`src/hdl/afsc_pkg.sv`:
```
// ----------------------------------------------------------------------------
// Adaptive frame skip controller package
// Shared constants, register indexes and the skip pattern table.
// ----------------------------------------------------------------------------
package afsc_pkg;

   localparam int unsigned LEVELS      = 12;
   localparam int unsigned LEVEL_W     = 4;
   localparam int unsigned CREDIT_W    = 6;

   // Target speed in tenths of a percent; the slow drop counts in steps of 50
   localparam logic [9:0]  TARGET_TENTHS = 10'd900;
   // floor(x / 50) for x <= 900 as (x * 5243) >> 18
   localparam logic [12:0] DIV50_RECIP   = 13'd5243;
   localparam int unsigned DIV50_SHIFT   = 18;

   localparam logic [LEVEL_W-1:0] LEVEL_MAX = LEVEL_W'(LEVELS - 1);

   localparam logic [15:0] FAST_RESET   = 16'd995;
   localparam logic [15:0] SLOW_RESET   = 16'd800;
   localparam logic [3:0]  NEAR_RESET   = 4'd8;
   localparam logic [31:0] WARMUP_RESET = 32'd24;

   typedef enum logic [1:0] {
      CSR_FAST_THRESHOLD = 2'd0,
      CSR_SLOW_THRESHOLD = 2'd1,
      CSR_NEAR_LIMIT     = 2'd2,
      CSR_WARMUP_FRAMES  = 2'd3
   } csr_index_type;

   typedef logic [LEVELS-1:0] pattern_row_type;

   // Bit p of row l is set when phase p is dropped at skip level l
   localparam pattern_row_type SKIP_PATTERN [LEVELS] = '{
      12'b000000000000,
      12'b100000000000,
      12'b100000100000,
      12'b100010001000,
      12'b100100100100,
      12'b101001010010,
      12'b101010101010,
      12'b101101011010,
      12'b110110110110,
      12'b111011101110,
      12'b111110111110,
      12'b111111111110
   };

endpackage

```
`src/hdl/adaptive_frame_skip_controller_unit.sv`:
```
// ----------------------------------------------------------------------------
// Adaptive frame skip controller
// Per-frame skip decision, automatic level adjustment and key handling.
// ----------------------------------------------------------------------------
// Usage:
//   req_*  : one item per video frame (speed, frame count, pause level,
//            bitmap flags and key presses), valid/ready handshake.
//   rsp_*  : one result item per request item, valid/ready handshake.
//   csr_*  : register writes (index, data); always ready. Write only while
//            the block holds no item.
// Flow: an accepted item is held in the input register, is evaluated and
//   lands in the result register once that register is free, and its
//   result is then offered on rsp_*.
// Throughput: one item per cycle unless the receiver stalls. All the work,
//   including the credit rule and the skip pattern lookup, is a single pass of
//   logic between the two registers; controller state updates as items cross.
// Reset: synchronous; both stages empty, level 0, auto mode and throttling
//   on, phase 0, credit cleared, registers at their defaults.
// Receiver stall: the result register holds; the input register still takes
//   one more item, then req_ready drops until the result is taken.
// ----------------------------------------------------------------------------
module adaptive_frame_skip_controller_unit (
   input  logic                         clock,
   input  logic                         reset,

   input  logic                         req_valid,
   output logic                         req_ready,
   input  logic [15:0]                  req_speed_tenths,
   input  logic [31:0]                  req_frame_number,
   input  logic                         req_paused,
   input  logic                         req_bitmap_changed,
   input  logic                         req_debug_bitmap_changed,
   input  logic                         req_increment_key,
   input  logic                         req_decrement_key,
   input  logic                         req_throttle_key,

   output logic                         rsp_valid,
   input  logic                         rsp_ready,
   output logic                         rsp_skip_frame,
   output logic                         rsp_frame_drawn,
   output logic [3:0]                   rsp_frame_phase,
   output logic [3:0]                   rsp_skip_level,
   output logic                         rsp_auto_mode,
   output logic                         rsp_throttle_on,
   output logic signed [4:0]            rsp_reported_level,

   input  logic                         csr_valid,
   output logic                         csr_ready,
   input  afsc_pkg::csr_index_type      csr_index,
   input  logic [31:0]                  csr_data
);
   import afsc_pkg::*;

   // Configuration registers
   logic [15:0] fast_thr_ff;
   logic [15:0] slow_thr_ff;
   logic [3:0]  near_limit_ff;
   logic [31:0] warmup_ff;

   // Controller state
   logic [LEVEL_W-1:0]         level_ff,    level_in;
   logic                       auto_ff,     auto_in;
   logic                       throttle_ff, throttle_in;
   logic [LEVEL_W-1:0]         phase_ff,    phase_in;
   logic signed [CREDIT_W-1:0] credit_ff,   credit_in;
   logic                       was_paused_ff, was_paused_in;
   logic                       dbg_seen_ff,   dbg_seen_in;

   // Input register
   logic        in_valid_ff;
   logic [15:0] speed_ff;
   logic [31:0] frame_ff;
   logic        paused_ff;
   logic        bitmap_ff;
   logic        dbg_bitmap_ff;
   logic        inc_key_ff;
   logic        dec_key_ff;
   logic        thr_key_ff;

   // Result register
   logic              out_valid_ff;
   logic              skip_ff,     skip_in;
   logic              drawn_ff,    drawn_in;
   logic [3:0]        used_phase_ff;
   logic signed [4:0] reported_ff, reported_in;
   logic [3:0]        out_level_ff;
   logic              out_auto_ff;
   logic              out_throttle_ff;

   logic advance;
   logic move;

   // Output stage frees when empty or taken; input stage frees when it moves on
   assign advance   = !out_valid_ff || rsp_ready;
   assign move      = in_valid_ff && advance;
   assign req_ready = !in_valid_ff || advance;
   assign csr_ready = 1'b1;

   // ---------------------------------------------------------------------
   // Per-frame evaluation
   // ---------------------------------------------------------------------
   always_comb begin
      logic                 was_eff;
      logic                 rule_due;
      logic                 eligible;
      logic [9:0]           below_target;
      logic [22:0]          drop_prod;
      logic [4:0]           drop;
      logic signed [6:0]    credit_work;
      logic signed [6:0]    credit_neg;
      logic [4:0]           level_sum;
      logic [LEVEL_W-1:0]   lvl;
      logic                 au;

      // Pause is taken first and counts towards this frame's rule
      was_eff  = was_paused_ff || paused_ff;
      skip_in  = SKIP_PATTERN[level_ff][phase_ff];
      drawn_in = !skip_in && bitmap_ff;
      rule_due = drawn_in && throttle_ff && auto_ff && (phase_ff == '0);
      eligible = !was_eff && !dbg_seen_ff && (frame_ff > warmup_ff);

      below_target = (speed_ff < {6'd0, TARGET_TENTHS})
                   ? (TARGET_TENTHS - speed_ff[9:0]) : 10'd0;
      drop_prod    = {13'd0, below_target} * {10'd0, DIV50_RECIP};
      drop         = drop_prod[DIV50_SHIFT +: 5];

      credit_work = 7'(credit_ff);
      credit_neg  = '0;
      level_sum   = '0;
      lvl         = level_ff;

      if (rule_due && eligible) begin
         if (speed_ff >= fast_thr_ff) begin
            credit_work = credit_work + 7'sd1;
            if (credit_work >= 7'sd3) begin
               credit_work = '0;
               if (lvl != '0) begin
                  lvl = lvl - 1'b1;
               end
            end
         end else begin
            if (speed_ff < slow_thr_ff) begin
               credit_work = credit_work - $signed({2'b00, drop});
            end else if (lvl < near_limit_ff) begin
               credit_work = credit_work - 7'sd1;
            end
            // Settle pairs of slow credit into level steps
            if (credit_work <= -7'sd2) begin
               credit_neg  = -credit_work;
               credit_work = credit_neg[0] ? -7'sd1 : 7'sd0;
               level_sum   = {1'b0, lvl} + {1'b0, credit_neg[4:1]};
               lvl = (level_sum > {1'b0, LEVEL_MAX}) ? LEVEL_MAX : level_sum[LEVEL_W-1:0];
            end
         end
      end

      credit_in     = credit_work[CREDIT_W-1:0];
      was_paused_in = rule_due ? paused_ff : was_eff;
      dbg_seen_in   = (dbg_seen_ff && !rule_due) || dbg_bitmap_ff;
      phase_in      = (phase_ff == LEVEL_MAX) ? '0 : phase_ff + 1'b1;

      // Keys: increment, then decrement, then throttle
      au = auto_ff;
      if (inc_key_ff) begin
         if (au) begin
            au  = 1'b0;
            lvl = '0;
         end else if (lvl >= LEVEL_MAX) begin
            lvl = '0;
            au  = 1'b1;
         end else begin
            lvl = lvl + 1'b1;
         end
      end
      if (dec_key_ff) begin
         if (au) begin
            au  = 1'b0;
            lvl = LEVEL_MAX;
         end else if (lvl == '0) begin
            au  = 1'b1;
         end else begin
            lvl = lvl - 1'b1;
         end
      end

      level_in    = lvl;
      auto_in     = au;
      throttle_in = throttle_ff ^ thr_key_ff;
      // -(level + 1) is the bitwise inverse of level
      reported_in = au ? ~$signed({1'b0, lvl}) : $signed({1'b0, lvl});
   end

   // ---------------------------------------------------------------------
   // Registers
   // ---------------------------------------------------------------------
   always_ff @(posedge clock) begin
      if (reset) begin
         fast_thr_ff   <= FAST_RESET;
         slow_thr_ff   <= SLOW_RESET;
         near_limit_ff <= NEAR_RESET;
         warmup_ff     <= WARMUP_RESET;
      end else if (csr_valid && csr_ready) begin
         case (csr_index)
            CSR_FAST_THRESHOLD: fast_thr_ff   <= csr_data[15:0];
            CSR_SLOW_THRESHOLD: slow_thr_ff   <= csr_data[15:0];
            CSR_NEAR_LIMIT:     near_limit_ff <= csr_data[3:0];
            CSR_WARMUP_FRAMES:  warmup_ff     <= csr_data;
            default:            ;
         endcase
      end
   end

   // Advance the controller state as an item crosses to the result stage
   always_ff @(posedge clock) begin
      if (reset) begin
         level_ff      <= '0;
         auto_ff       <= 1'b1;
         throttle_ff   <= 1'b1;
         phase_ff      <= '0;
         credit_ff     <= '0;
         was_paused_ff <= 1'b0;
         dbg_seen_ff   <= 1'b0;
      end else if (move) begin
         level_ff      <= level_in;
         auto_ff       <= auto_in;
         throttle_ff   <= throttle_in;
         phase_ff      <= phase_in;
         credit_ff     <= credit_in;
         was_paused_ff <= was_paused_in;
         dbg_seen_ff   <= dbg_seen_in;
      end
   end

   // Input register
   always_ff @(posedge clock) begin
      if (reset) begin
         in_valid_ff <= 1'b0;
      end else if (req_ready) begin
         in_valid_ff <= req_valid;
      end
   end

   always_ff @(posedge clock) begin
      if (req_valid && req_ready) begin
         speed_ff      <= req_speed_tenths;
         frame_ff      <= req_frame_number;
         paused_ff     <= req_paused;
         bitmap_ff     <= req_bitmap_changed;
         dbg_bitmap_ff <= req_debug_bitmap_changed;
         inc_key_ff    <= req_increment_key;
         dec_key_ff    <= req_decrement_key;
         thr_key_ff    <= req_throttle_key;
      end
   end

   // Result register: hold while the receiver stalls
   always_ff @(posedge clock) begin
      if (reset) begin
         out_valid_ff <= 1'b0;
      end else if (advance) begin
         out_valid_ff <= in_valid_ff;
      end
   end

   always_ff @(posedge clock) begin
      if (move) begin
         skip_ff         <= skip_in;
         drawn_ff        <= drawn_in;
         used_phase_ff   <= phase_ff;
         out_level_ff    <= level_in;
         out_auto_ff     <= auto_in;
         out_throttle_ff <= throttle_in;
         reported_ff     <= reported_in;
      end
   end

   assign rsp_valid          = out_valid_ff;
   assign rsp_skip_frame     = skip_ff;
   assign rsp_frame_drawn    = drawn_ff;
   assign rsp_frame_phase    = used_phase_ff;
   assign rsp_skip_level     = out_level_ff;
   assign rsp_auto_mode      = out_auto_ff;
   assign rsp_throttle_on    = out_throttle_ff;
   assign rsp_reported_level = reported_ff;

endmodule

```
`config.mk`:
```
export PLATFORM = sky130hd
export DESIGN_NAME = adaptive_frame_skip_controller_unit
export DESIGN_NICKNAME = d
export VERILOG_FILES = /design/src/hdl/afsc_pkg.sv /design/src/hdl/adaptive_frame_skip_controller_unit.sv
export SDC_FILE = /design/constraint.sdc
export NUM_CORES = 1
export LEC_CHECK = 0
export ABC_AREA = 1
export BUFFER_PORTS_ARGS = -buffer_cell sky130_fd_sc_hd__buf_2
export CAP_MARGIN = 20
export CELL_PAD_IN_SITES_DETAIL_PLACEMENT = 1
export CELL_PAD_IN_SITES_GLOBAL_PLACEMENT = 2
export CORE_ASPECT_RATIO = 0.5
export CORE_UTILIZATION = 25
export CTS_BUF_LIST = sky130_fd_sc_hd__clkbuf_16
export DETAILED_ROUTE_END_ITERATION = 8
export HOLD_SLACK_MARGIN = 0.02
export PLACE_DENSITY_LB_ADDON = 0.1
export SYNTH_ARGS = -nofsm -noshare
export SYNTH_HDL_FRONTEND = slang
export SYNTH_SLANG_ARGS = --single-unit
```
`constraint.sdc`:
```
create_clock -name clock -period 25.2 [get_ports clock]
set_clock_uncertainty 0.15 [all_clocks]
set_input_delay 1.26 -clock clock [delete_from_list [all_inputs] [get_ports clock]]
set_output_delay 1.26 -clock clock [all_outputs]
set_load 0.02 [all_outputs]
```
======== Word-level counts from Yosys, hierarchy flattened ========
Memories as Yosys holds them, arrays and structs flattened.
Cells that the tools add are included.
storage, ports and cells
  output and inout bits ................... 20
  bits in read-only memories .............. 192
  register bits after elaboration ......... 159
  input bits .............................. 93
  memories kept ........................... 1
  logic and storage cells ................. 122
operators by class
  bitwise operators ....................... 3
  mux-type cells .......................... 34
  reductions and logical operators ........ 29
  eq/ne operators ......................... 4
  add/sub/neg operators ................... 10
  order comparisons ....................... 11
  $mul .................................... 1
memory list
  memory            depth  bits a word  read ports  clocked after Yosys merged registers in  wr ports  RTL line                                    text
  (name not given)  16     12           1           0                                        0         adaptive_frame_skip_controller_unit.sv:117  skip_in = SKIP_PATTERN[level_ff][phase_ff];
operators with widths
  operator                number
  $mux 4                  14
  $gt 32x32->1            1
  $mux 7                  4
  $mux 12                 2
  $mux 6                  4
  $mul 10x13->23 const B  1
  $ge 16x16->1            1
  $lt 16x10->1 const B    1
  $lt 16x16->1            1
  $logic_and 1x1->1       10
  $mux 10                 1
  $not 4->5               2
  $reduce_and 2->1        5
  $sub 10x10->10 const A  1
  $add 4x1->4 const B     2
  $logic_not 4->1         2
  $mux 1                  8
  $sub 4x1->4 const B     2
  $add 6x2->7 const B     1
  $ge 7x3->1 const B      1
  $le 7x2->1 const B      1
  $sub 6x2->7 const B     1
  $sub 6x6->7             1
  $logic_not 1->1         6
  15 further kinds        19

======== Logic depth before layout (Yosys ltp) ========
  word-level depth ........................ 30
  gate-level depth with buffers ........... 69
  gate-level depth less buffers ........... 69

======== Worst setup path before layout ========
OpenSTA, ideal clock, no wires.
  kind .................................... flip-flop to flip-flop
  start point ............................. register speed_ff[0]
  end point ............................... register reported_ff[3], in the netlist rsp_reported_level[3], data pin
  stages on the path, launching flop included .. 65
  arrival ................................. 9.338 ns
  buffers on the path ..................... 0
  data required time ...................... 24.794 ns
  library setup time ...................... 0.256 ns
  period minus slack after synthesis ...... 9.744 ns
  slack ................................... 15.456 ns
  path through ............................ edfxtp_1 > inv_2 > ha_1 > or2_2 > nand2_1 > inv_1 > nand3_1 > nand2_1 > nand2_1 > nand2_1 > nor2_1 > inv_1 > ha_1 > inv_1 > ha_1 > fa_1 > inv_1 > fa_1 > (+29 left out) > nand2_1 > inv_2 > ha_1 > inv_1 > nand3_2 > nand2_1 > nand2_1 > nand2_1 > inv_1 > ha_1 > inv_1 > nor2_2 > nand2_2 > nand2_4 > nand3_4 > clkinv_2 > o21ai_1 > nand2_1
between the ends
  elaborated cells on any way between the ends .. 36
  classes of those cells .................. 6 x add/sub; 1 x mul; 6 x order compare; 21 x mux; 1 x bitwise; 1 x reduce/logical
RTL lines
  element                                         RTL line                                                                                text
  start, declared                                 adaptive_frame_skip_controller_unit.sv:71                                               logic [15:0] speed_ff;
  start signal, assigned                          adaptive_frame_skip_controller_unit.sv:245                                              speed_ff <= req_speed_tenths;
  $lt 16x10->1 or $sub 10x10->10 (tied branches)  adaptive_frame_skip_controller_unit.sv:122, adaptive_frame_skip_controller_unit.sv:123
  $mux 10                                         adaptive_frame_skip_controller_unit.sv:123                                              ? (TARGET_TENTHS - speed_ff[9:0]) : 10'd0;
  $mul 10x13->23                                  adaptive_frame_skip_controller_unit.sv:124                                              drop_prod = {13'd0, below_target} * {10'd0, DIV50_RECIP};
  $sub 6x6->7                                     adaptive_frame_skip_controller_unit.sv:143                                              credit_work = credit_work - $signed({2'b00, drop});
  $mux 7                                          adaptive_frame_skip_controller_unit.sv:142                                              if (speed_ff < slow_thr_ff) begin
  $mux 7                                          adaptive_frame_skip_controller_unit.sv:133                                              if (speed_ff >= fast_thr_ff) begin
  $mux 7                                          adaptive_frame_skip_controller_unit.sv:132                                              if (rule_due && eligible) begin
  $neg 5->5                                       adaptive_frame_skip_controller_unit.sv:149                                              credit_neg = -credit_work;
  (+9 left out)                                   -
  $mux 4                                          adaptive_frame_skip_controller_unit.sv:164                                              if (inc_key_ff) begin
  $logic_not 4->1                                 adaptive_frame_skip_controller_unit.sv:179                                              end else if (lvl == '0) begin
  $mux 1                                          adaptive_frame_skip_controller_unit.sv:179
  $mux 1                                          adaptive_frame_skip_controller_unit.sv:176                                              if (au) begin
  $mux 1 (*)                                      adaptive_frame_skip_controller_unit.sv:175                                              if (dec_key_ff) begin
  net auto_in                                     adaptive_frame_skip_controller_unit.sv:62                                               logic auto_ff, auto_in;
  $mux 4 (*)                                      adaptive_frame_skip_controller_unit.sv:190                                              reported_in = au ? ~$signed({1'b0, lvl}) : $signed({1'b0, lvl});
  net reported_in[3]                              adaptive_frame_skip_controller_unit.sv:85                                               logic signed [4:0] reported_ff, reported_in;
  end signal, assigned                            adaptive_frame_skip_controller_unit.sv:273                                              reported_ff <= reported_in;
  end, declared                                   adaptive_frame_skip_controller_unit.sv:85
The timed path passes the listed nets; every way through them passes the cells marked *. The select of a mux whose other input is x is not followed.
A chain may end at the register's enable or synchronous reset.

======== Worst setup path in the final report ========
  start point ............................. register speed_ff[5]
  end point ............................... register reported_ff[3], in the netlist rsp_reported_level[3], data pin
Same word-level chain as after synthesis.

==> results.md <==
- Status: completed
- Worst-Skew Late Latency: around 440 ps
- H-tree Lvls: 4
- Hold WC Path Type: reg -> reg
- Synthesized area per cell: 8.504 sq um
- Synth cell count leaders: inv_1 (222), nand2_1 (198), ha_1 (162)
- RSZ-0062 raised after global routing: no
- Relative slew slack: 0.3130
- # DRC: 0
- Peak VDD IR: 0.00004878 V
- Largest incremental delay on the critical path: 550 ps
- FF+latch area: 3894 sq um
- Area contributors post-synth: edfxtp_1 (19%), ha_1 (18%), dfxtp_1 (16%)
- Via Count: approximately 8900
- Max frequency: 90.70 MHz
- Max-Cap Viols: 0
- Area share of the largest cell type after synthesis: 0.1917
- # placed instances: 1986
- Number of routed nets with antenna violations: 0
- Post-synthesis cell type count: 50
- Die area: 45390 sq um
- Final Hold Viols: 0
- Setup crit end kind: flip-flop
- Sequential fraction of the synthesis area: 0.3501
- Yosys top cell by area: edfxtp_1
- Drt total wl: roughly 32000 um
- Syn Nets: around 1600
- Initial Utilization: 0.2545
- Post-CTS Setup Inserts: 0
- Synthesized instance count: 1308
- Worst-Margin Slew: just over 1000 ps
- Core area: 43710 sq um
- Critical-path maximum fanout: 7
- Clock-pin slew on the worst setup and hold paths: around 70 ps
- Count leader, synth: inv_1
- # fillers: 5236
- Synthesis Warnings: 0
- Finish-stage setup viols: 0
- Type of the worst setup path: reg -> reg
- Worst R2R Path Depth: 61
- Initial antenna violation count: 1
- Total chip power: 693.7 uW
- Die height: between 150 and 200 um
- First-pass GRT wire length: 51290 um
- Hold_buf cts: 0
- Placer congestion estimate: 0.7885
- Async set-or-reset flop fraction in the synthesized netlist: 0
- Vias in the first global route: 9383
- Fin crit period: ~11000 ps
- Initial drt markers: 294
- Largest net degree at the start of global routing: 68
- Fin area: ~13000 sq um
- Hpwl dp: 26020 um
- Critical Path Slowest Stage Cell: fa_1
- R2r startpoint: speed_ff[5]
- Critical Path Start Type: flip-flop
- Main synth FF type: dfxtp_1
- Clock sinks: 159
- Avg WL per Cell: about 16 um
- CTS tree: yes
- Rows: 54
- Final period utilization: 0.4375
- Final Slew Violations: 0
- Required @ worst endpoint: 25240 ps
- CP Capture Point: rsp_reported_level[3]
- Layout cells sized above 1: 0.1413
- Syn Std Cell Area: 11120 sq um
- Total track usage: 0.1475
- I/O Pins: 113
- Post-CTS sizing: 0
- LEAKAGE: 6.192 nW
- Setup TNS: 0 ps
- Pwr dens: between 50 and 60 nW/um^2
- Placed cell areas: 12340 sq um
- Crit path arrival time: 11070 ps
- Flops & latches, synth: approximately 160
- Multi-input gate area: 6212 sq um
- Die W: approximately 300 um
- Syn-to-layout area delta: 16.07%
- Vias per inst: 4.400
- Drt pass-1 iters: 4
- CTS Buf Count: 17
- Crit path from: speed_ff[5]
- Post-synth EDFFs: 71
- Clock root buffer: clkbuf_16
- Port Buffers: 111
- Worst R2R Setup Slack: 14170 ps
- Post-Layout Cell Count: around 2000
- Max Root-Sink Buffers: 2
- CP most frequent cell: inv_1
- NumNets Final: 1707
- R2R Path End: rsp_reported_level[3]
- Gr ovfl total: 0
==> registers in the layout, indices dropped and copies added, names as in the netlist, 4 cells and up <==
register	cells
credit_ff	6
fast_thr_ff	16
frame_ff	32
level_ff	4
near_limit_ff	4
phase_ff	4
rsp_frame_phase	4
rsp_reported_level	5
rsp_skip_level	4
slow_thr_ff	16
speed_ff	16
warmup_ff	32
==> per-stage QoR <==
| step | hold slack [ps] | util | setup WS, ps |
|---|---|---|---|
| CTS | 315.5 | 0.2953 | 14090 |
| global route | 329.6 | 0.2954 | 12970 |
| floorplan | 285.3 | - | 15460 |
| finish | 311.7 | 0.2954 | 14170 |
| global placement | 297.8 | 0.2822 | 14480 |
| detailed placement | 305.0 | 0.2822 | 14130 |
==> cell usage in the layout (no fill, tap or decap), types with 5 or more instances in the layout <==
master,n
ha_1,162
xor2_1,23
clkbuf_16,17
nand2_2,12
o211ai_1,14
buf_4,5
a21oi_2,5
nand2_1,198
nor2_2,6
o21ai_0,96
nand3_1,59
o31ai_1,5
nor3_1,13
nor2_1,59
nand4_1,13
nor4_1,6
o21ai_1,10
inv_1,222
dfxtp_1,88
a21oi_1,127
buf_2,111
inv_2,16
fa_1,35
nand2_4,5
edfxtp_1,71
==> worst min-delay path by stage <==
stage                           startpoint               end  slack, ps  depth (start not counted)
after global routing         warmup_ff[26]     warmup_ff[26]        330                          2
after global placement       was_paused_ff     was_paused_ff        300                          2
after detailed placement  near_limit_ff[2]  near_limit_ff[2]        310                          2
final                        warmup_ff[26]     warmup_ff[26]        310                          2
after floorplan            fast_thr_ff[10]   fast_thr_ff[10]        290                          2
after CTS                 near_limit_ff[2]  near_limit_ff[2]        320                          2
==> layout make-up <==
| type | count | share of cell area |
|---|---|---|
| inverter | 239 | 0.06977 |
| tap | 588 | 0.05698 |
| timing repair buffer | 116 | 0.04593 |
| clock buffer | 17 | 0.03295 |
| clock inverter | 15 | 0.01144 |
| multi-input combinational | 884 | 0.4812 |
| antenna | 1 | 0.0001938 |
| sequential | 159 | 0.3016 |
==> kinds of logic after synthesis <==
group	after synthesis	synth area share
compound gates	275	0.1355
other cells	1	0.0003371
simple gates	384	0.1560
mux	1	0.0008999
flops	159	0.3501
fa+ha+maj	197	0.2452
xor+xnor	26	0.02047
buf+inv	265	0.09145
==> where the power goes <==
group | leakage (nW) | switching, mW | total (mW) | internal (mW)
Clock | 0.275 | 0.116 | 0.261 | 0.145
Combinational | 4.51 | 0.0896 | 0.138 | 0.0487
Sequential | 1.41 | 0.00876 | 0.294 | 0.286
==> routing by layer <==
layer,vias up,part of all wire,global-route usage
met3,23,0.016,0.01865
met5,-,0,0
met1,4230,0.50,0.1951
li1,4570,-,-
met2,61,0.47,0.2508
met4,0,0.015,0.04592
==> critical path, delay by kind of cell (launching register included) <==
family	cells	cell delay, ps
adder cells (fa/ha/maj)	14	5000
flip-flops	1	500
AND/OR/NAND/NOR	26	3120
buffers and inverters	14	1110
XOR/XNOR	1	160
AO/OA/AOI/OAI	6	740
Note: power is estimated with default switching activity, not from simulation.
